## src/rtl/core/adll_pkg.sv

```systemverilog
// ----------------------------------------------------------------------------
// adll_pkg
// Shared codes and the result record of the array doubly linked list block.
// ----------------------------------------------------------------------------
package adll_pkg;

    // operation codes carried by an input item
    typedef enum logic [1:0] {
        OP_INSERT = 2'd0,
        OP_DELETE = 2'd1,
        OP_SEARCH = 2'd2
    } op_t;

    // status codes carried by a result item
    typedef enum logic [1:0] {
        STATUS_OK   = 2'd0,
        STATUS_FULL = 2'd1,
        STATUS_BAD  = 2'd2,
        STATUS_MISS = 2'd3
    } status_t;

    // one result item as it leaves the sequencer
    typedef struct packed {
        logic [7:0] slot;
        status_t    status;
        logic [7:0] size;
    } adll_result_t;

endpackage

```

## src/rtl/core/adll_out_buf.sv

```systemverilog
// ----------------------------------------------------------------------------
// adll_out_buf
// Result output register: holds one result item for the receiver so the
// sequencer can go on with the next item.
// ----------------------------------------------------------------------------
module adll_out_buf (
    input  logic                   aclk,
    input  logic                   aresetn,
    input  logic                   res_valid,
    output logic                   res_ready,
    input  adll_pkg::adll_result_t res,
    output logic                   m_valid,
    input  logic                   m_ready,
    output logic [7:0]             m_result_slot,
    output logic [1:0]             m_status,
    output logic [7:0]             m_list_size
);
    import adll_pkg::*;

    logic         m_valid_reg, m_valid_next;
    adll_result_t data_reg;

    // free when empty or when the held item leaves this cycle
    assign res_ready = !m_valid_reg || m_ready;

    always_comb begin
        m_valid_next = m_valid_reg;
        if (res_valid && res_ready) begin
            m_valid_next = 1'b1;
        end else if (m_ready) begin
            m_valid_next = 1'b0;
        end
    end

    always_ff @(posedge aclk) begin
        if (!aresetn) begin
            m_valid_reg <= 1'b0;
        end else begin
            m_valid_reg <= m_valid_next;
        end
    end

    // payload loads only on an accepted item
    always_ff @(posedge aclk) begin
        if (res_valid && res_ready) begin
            data_reg <= res;
        end
    end

    assign m_valid       = m_valid_reg;
    assign m_result_slot = data_reg.slot;
    assign m_status      = data_reg.status;
    assign m_list_size   = data_reg.size;

endmodule
```

## config.mk

```make
export PLATFORM = sky130hd
export DESIGN_NAME = adll_out_buf
export DESIGN_NICKNAME = d
export VERILOG_FILES = /design/src/rtl/core/adll_pkg.sv /design/src/rtl/core/adll_out_buf.sv
export SDC_FILE = /design/constraint.sdc
export NUM_CORES = 1
export LEC_CHECK = 0
export BUFFER_PORTS_ARGS = -buffer_cell sky130_fd_sc_hd__buf_2
export CAP_MARGIN = 25
export CORE_MARGIN = 3
export CORE_UTILIZATION = 34
export CTS_CLUSTER_DIAMETER = 120
export DETAILED_ROUTE_END_ITERATION = 10
export MAX_ROUTING_LAYER = met4
export PLACE_DENSITY = 0.7
export SYNTH_ARGS = -nofsm -noshare
export SYNTH_HDL_FRONTEND = slang
export SYNTH_SLANG_ARGS = --single-unit
```

## constraint.sdc

```tcl
create_clock -name aclk -period 0.9 [get_ports aclk]
set_input_delay 0.045 -clock aclk [delete_from_list [all_inputs] [get_ports aclk]]
set_output_delay 0.045 -clock aclk [all_outputs]
set_load 0.02 [all_outputs]
```

==> impl_metrics.toml, run 1 <==
[run_status]
outcome = "complete, but fails checks"
violated_checks = "negative setup slack"

[sta]
tightest_slew_ns = 0.2212
rsz0062_at_grt = "yes"
fin_crit_sh_pct = 110.1
setup_viol = 20
max_clock_freq_mhz = 1009
timing.final.hold_violations = 0
hold_slack_ns = 0.01994
finalClockSkew_ns = 0.01096
layout_min_cycle_time_ns = 0.9911
setup_ws_ns = -0.09115
max_slew_margin_pct = 85.25
final-max-slew-violation-count = 0

[grt]
antenna_found_initial = 0
gr-total-overflow = 0
vias_in_the_first_global_route = 460
grt_usage_pct = 13.61
grt_start_max_net_pins = 12
grt_pass1_wl_um = 1980

[routing]
drt-total-wl_um = 1599
overall_via_count_from_detail_route = 469
ant_nets = 0
first_pass_iters = 2
drt-initial-drc-count = 5
vias_per_cell = 4.467
detail_route.drc_violations = 0
avgRoutedWirePerCell_um = 15.23

[floorplan]
num_rows = 14
die_area_um2 = 2298
die_h_um = 47.94
top_level_ports = 42
placeableCoreArea_um2 = 1577
start_util_pct = 37.94
die_w_um = 47.94

[hold_path]
min_delay_worst_endpoint = "m_valid"
hold_path_class = "input pin to flop"
timing.hold.worst.start = "res_valid"
worst_hold_path_cells = 3

[logic_synthesis]
post_synthesis_instance_total = 23
top_area_cell_type_share_of_the_netlist_area_pct = 90.38
post_synth_main_area_contributors = "sky130_fd_sc_hd__edfxtp_1, sky130_fd_sc_hd__dfxtp_1, sky130_fd_sc_hd__nand2b_4"
post-synth-top-area-cell = "sky130_fd_sc_hd__edfxtp_1"
synth.avg_cell_area_um2 = 26.00
syn_area_um2 = 598.1
post_synth_num_cell_types = 6
mappedNetlistNets = 45
yosys_warnings = 0
synth_seq_area_share_pct = 93.72
yosys_register_bits = 19

[clocking]
cts_tree = "built"
cts_num_sinks = 19
maximum_clock_path_buffer_count = 2
number_of_buffers_added_by_the_clock_tree_synthesis_step = 3
cts_root_buffer = "sky130_fd_sc_hd__clkbuf_4"
htreeDepth = 1
worstSkewPairLatency_ns = 0.29
clock_pin_slew_on_the_worst_setup_and_hold_paths_ns = 0.11

[critical_path]
crit_fanout = 9
crit_path_max_incr_delay_ns = 0.36
critical_path.cell_chain = "nand2b_4, and2_2"
slowest_stage = "sky130_fd_sc_hd__dfxtp_4"
timing.critical_path.required_ns = 0.90
worst-r2r-setup-slack_ns = -0.09
worstSetupStartpoint = "m_valid"
reg2reg_from = "m_valid"
critPathKind = "flop to flop"
worst-r2r-cell-count = 2
critPathCaptureType = "flop"
crit_path_start_kind = "flop"
worst-endpoint-arrival_ns = 0.99
critical_path.reg2reg.endpoint = "m_status[1]"

[cells_and_area]
layout.filler_cells = 99
total_area_of_multi_input_combinational_cells_um2 = 41.29
growth_of_design_area_from_synthesis_to_finish_pct = 92.47
numnets_final = 112
register_area_um2 = 564.3
antenna_diode_count = 0
fraction_of_layout_cells_with_a_size_suffix_above_1_pct = 57.30

[place]
port_buffers = 41
setup_slack_placement_ns = -0.09970
gp_routability_congestion = 0.6020

[run]
max_cap_viols = 0

[power_and_ir_drop]
max-vdd-ir-drop_uv = 948.4
total_leakage_power_uw = 0.0005014
power-per-cell-area_nw_per_um2 = 1541
-- worst max path at each step --
stage                        to  slack, ns
2_1_floorplan    m_list_size[0]      -0.14
3_3_place_gp   m_result_slot[6]      -0.08
3_5_place_dp   m_result_slot[6]       -0.1
4_1_cts               res_ready      -0.10
5_1_grt               res_ready      -0.14
6_report            m_status[1]      -0.09
-- worst max-delay path, delay by kind of cell (launching register included) --
kind	cells	cell delay [ns]
DFF	1	0.36
and+or+nand+nor	2	0.34
-- final cells by class --
cell class / instances / share of cell area (%)
clock buffer: 3 / 1.957
clock inverter: 1 / 0.4348
inverter: 1 / 0.3261
multi-input combinational: 4 / 3.587
sequential: 19 / 49.02
tap: 16 / 1.739
timing repair buffer: 61 / 42.93
-- what timing repair did --
action,4_1_cts,5_1_grt
hold endpoints to repair,19,0
buffers inserted,0,0
resized for setup,3,26
hold buffers,19,0
endpoints found under the setup margin,20,35
gates cloned,1,0
-- routing by layer --
layer | global-route usage [%] | vias to the layer above | share of wire (%)
met1 | 12.24 | 216 | 31
met4 | 4.839 | 0 | 0.94
li1 | - | 224 | -
met3 | 2.632 | 2 | 7.1
met5 | - | - | 0
met2 | 27.18 | 27 | 61
-- metrics by stage --
stage	TNS, ns	instances	power, uW	cell area [um^2]	utilization, %
after floorplan	-2.600	23	1159	601.8	-
after global placement	-1.436	81	1252	834.6	52.94
after detailed placement	-1.788	81	1256	834.6	52.94
after CTS	-1.349	105	1726	1070	67.86
after global routing	-2.114	105	1855	1151	73.02
final	-1.137	105	1773	1151	73.02
-- layout by cell type (no fill, tap or decap), drive strengths merged --
cell type and count:
buf 42, dlygate4sd3 19, edfxtp 18, clkbuf 3, and2 2, nand2b 1, inv 1, a21boi 1
clkinv 1, dfxtp 1
-- power by group --
group,switching (uW),internal (uW)
clock,249,165
sequential,22.0,1030
combinational,136,175
-- cells by family (layout without fill, tap and decap cells) --
| group | Yosys count | in the layout | share of synthesized area [%] |
|---|---|---|---|
| flops | 19 | 19 | 93.72 |
| compound gates | 1 | 1 | 1.883 |
| buf+inv | 1 | 66 | 0.6270 |
| simple gates | 2 | 3 | 3.765 |
-- cells in the mapped netlist --
library cell               instances
sky130_fd_sc_hd__nand2b_4          1
sky130_fd_sc_hd__and2_4            1
sky130_fd_sc_hd__a21boi_2          1
sky130_fd_sc_hd__dfxtp_1           1
sky130_fd_sc_hd__edfxtp_1         18
sky130_fd_sc_hd__inv_1             1
Note: power is estimated with default switching activity, not from simulation.
==> inputs of run 2 (changes only) <==
--- a/config.mk
+++ b/config.mk
@@ -5,6 +5,7 @@
 export SDC_FILE = /design/constraint.sdc
 export NUM_CORES = 1
 export LEC_CHECK = 0
+export ABC_AREA = 1
 export BUFFER_PORTS_ARGS = -buffer_cell sky130_fd_sc_hd__buf_2
 export CAP_MARGIN = 25
 export CORE_MARGIN = 3
==> impl_metrics.toml, run 2 <==
[cells_and_area]
growth_of_design_area_from_synthesis_to_finish_pct = 97.25
layout_commonest_cell = "sky130_fd_sc_hd__buf_2"
leading_cell_types_in_the_layout_fill_and_taps_excluded = "sky130_fd_sc_hd__buf_2, sky130_fd_sc_hd__dlygate4sd3_1, sky130_fd_sc_hd__edfxtp_1"
fraction_of_layout_cells_with_a_size_suffix_above_1_pct = 56.52
numnets_final = 115
layout.filler_cells = 97
postLayoutCellArea_um2 = 1167
antenna_diode_count = 0

[critical_path]
critPathKind = "flop to output pin"
crit_fanout = 2
crit_path_start_kind = "flop"
critPathCaptureType = "output pin"
worst-endpoint-arrival_ns = 0.93
timing.critical_path.required_ns = 0.85

[logic_synthesis]
yosys_register_bits = 19
post_synth_main_area_contributors = "sky130_fd_sc_hd__edfxtp_1, sky130_fd_sc_hd__dfxtp_1, sky130_fd_sc_hd__a21oi_2"
post_synthesis_instance_total = 25
synth_top_cells_by_count = "sky130_fd_sc_hd__edfxtp_1, sky130_fd_sc_hd__inv_1"
yosys.cell_count.top_type = "sky130_fd_sc_hd__edfxtp_1"
top_area_cell_type_share_of_the_netlist_area_pct = 91.33
synth_seq_area_share_pct = 94.71
post-synth-top-area-cell = "sky130_fd_sc_hd__edfxtp_1"
fraction_of_synthesis_flops_using_an_asynchronous_set_or_reset_pin_pct = 0
synthFlopType = "sky130_fd_sc_hd__edfxtp_1"
syn_area_um2 = 591.8
yosys_warnings = 0
post_synth_num_cell_types = 7
synth-edff-count = 18
mappedNetlistNets = 47
synth.avg_cell_area_um2 = 23.67

[routing]
overall_via_count_from_detail_route = 460
first_pass_iters = 4
avgRoutedWirePerCell_um = 13.36
detail_route.drc_violations = 0
vias_per_cell = 4.259
drt-initial-drc-count = 2
ant_nets = 0
drt-total-wl_um = 1443

[sta]
fin_crit_sh_pct = 108.6
finalSetupTns_ns = -1.239
setup_ws_ns = -0.07772
hold_slack_ns = 0.06537
finalClockSkew_ns = 0.006016
rsz0062_at_grt = "yes"
setup_viol = 20
tightest_slew_ns = 0.1368
max_slew_margin_pct = 90.87
layout_min_cycle_time_ns = 0.9777
max_clock_freq_mhz = 1023
timing.final.hold_violations = 0
final-max-slew-violation-count = 0

[grt]
grt_usage_pct = 14.42
grt_pass1_wl_um = 2090
antenna_found_initial = 0
vias_in_the_first_global_route = 493
grt_start_max_net_pins = 19
gr-total-overflow = 0

[floorplan]
die_w_um = 47.72
placeableCoreArea_um2 = 1577
top_level_ports = 42
start_util_pct = 37.54
num_rows = 14
die_area_um2 = 2277
die_h_um = 47.72

[clocking]
cts_tree = "built"
htreeDepth = 1
cts_root_buffer = "sky130_fd_sc_hd__clkbuf_4"
worstSkewPairLatency_ns = 0.28
maximum_clock_path_buffer_count = 2
number_of_buffers_added_by_the_clock_tree_synthesis_step = 3
clock_pin_slew_on_the_worst_setup_and_hold_paths_ns = 0.11
cts_num_sinks = 19

[power_and_ir_drop]
power-per-cell-area_nw_per_um2 = 1526
total_leakage_power_uw = 0.0005124
max-vdd-ir-drop_uv = 921.1

[place]
dpl-instance-area_um2 = 859.6
port_buffers = 41
gp_routability_congestion = 0.6325

[run_status]
violated_checks = "negative setup slack"
outcome = "complete, but fails checks"

[hold_path]
hold_path_class = "input pin to flop"

[run]
max_cap_viols = 0
-- run 2: logic make-up after synthesis --
group / count (synthesis) / synth area share [%]
AO/OA/AOI/OAI: 2 / 2.325
buffers and inverters: 3 / 1.903
AND/OR/NAND/NOR: 1 / 1.058
flip-flops: 19 / 94.71
-- run 2: critical path, stage by stage (launching register included) --
cell and delay (ns):
sky130_fd_sc_hd__dfxtp_4 0.37, sky130_fd_sc_hd__buf_6 0.12, sky130_fd_sc_hd__nand2_4 0.05, sky130_fd_sc_hd__buf_6 0.11
-- run 2: cell type report --
type	instances	area (um^2)	area share, %
Clock buffer	4	26.28	2.251
Inverter	3	11.26	0.9646
Multi-Input combinational cell	3	36.28	3.108
Sequential cell	19	564.3	48.34
Tap cell	16	20.02	1.715
Timing Repair Buffer	63	509.2	43.62
-- run 2: metrics by stage --
step / std cells / total power (uW) / setup WS (ns) / utilization, %
floorplan: 25 / 1161 / -0.2078 / -
detailed placement: 84 / 1274 / -0.04425 / 54.52
finish: 108 / 1782 / -0.07772 / 74.05
global route: 108 / 1849 / -0.1155 / 74.05
CTS: 108 / 1756 / -0.07860 / 70.08
global placement: 84 / 1269 / -0.02924 / 54.52
-- run 2: per-layer routing --
layer  GRT usage, %  part of all wire, %  vias up
met4          4.839                  1.7        0
met3          3.383                  6.0        4
met5              -                    0        -
li1               -                    -      226
met2          30.61                   63       24
met1          11.03                   30      206
-- run 2: final timing paths --
kind                            startpoint          endpoint  slack (ns)  cells after the start
worst min-delay path             res_valid           m_valid        0.07                      3
worst max-delay path               m_valid         res_ready       -0.08                      3
worst max register to register     m_valid  m_result_slot[6]       -0.06                      2
worst min register to register     m_valid           m_valid        0.70                      4
-- run 2: repair_timing --
action / 4_1_cts / 5_1_grt
endpoints found under the setup margin: 21 / 32
endpoints found under the hold margin: 19 / 0
gates cloned: 0 / 0
setup buffers: 1 / 0
pin swaps: 1 / 0
hold buffers: 19 / 0
gates resized for setup: 6 / 20
-- run 2: power by group --
group	switching, uW	internal (uW)	total (uW)
Combinational	141	179	319
Sequential	20.3	1030	1050
Clock	244	172	415
Total	405	1380	1780
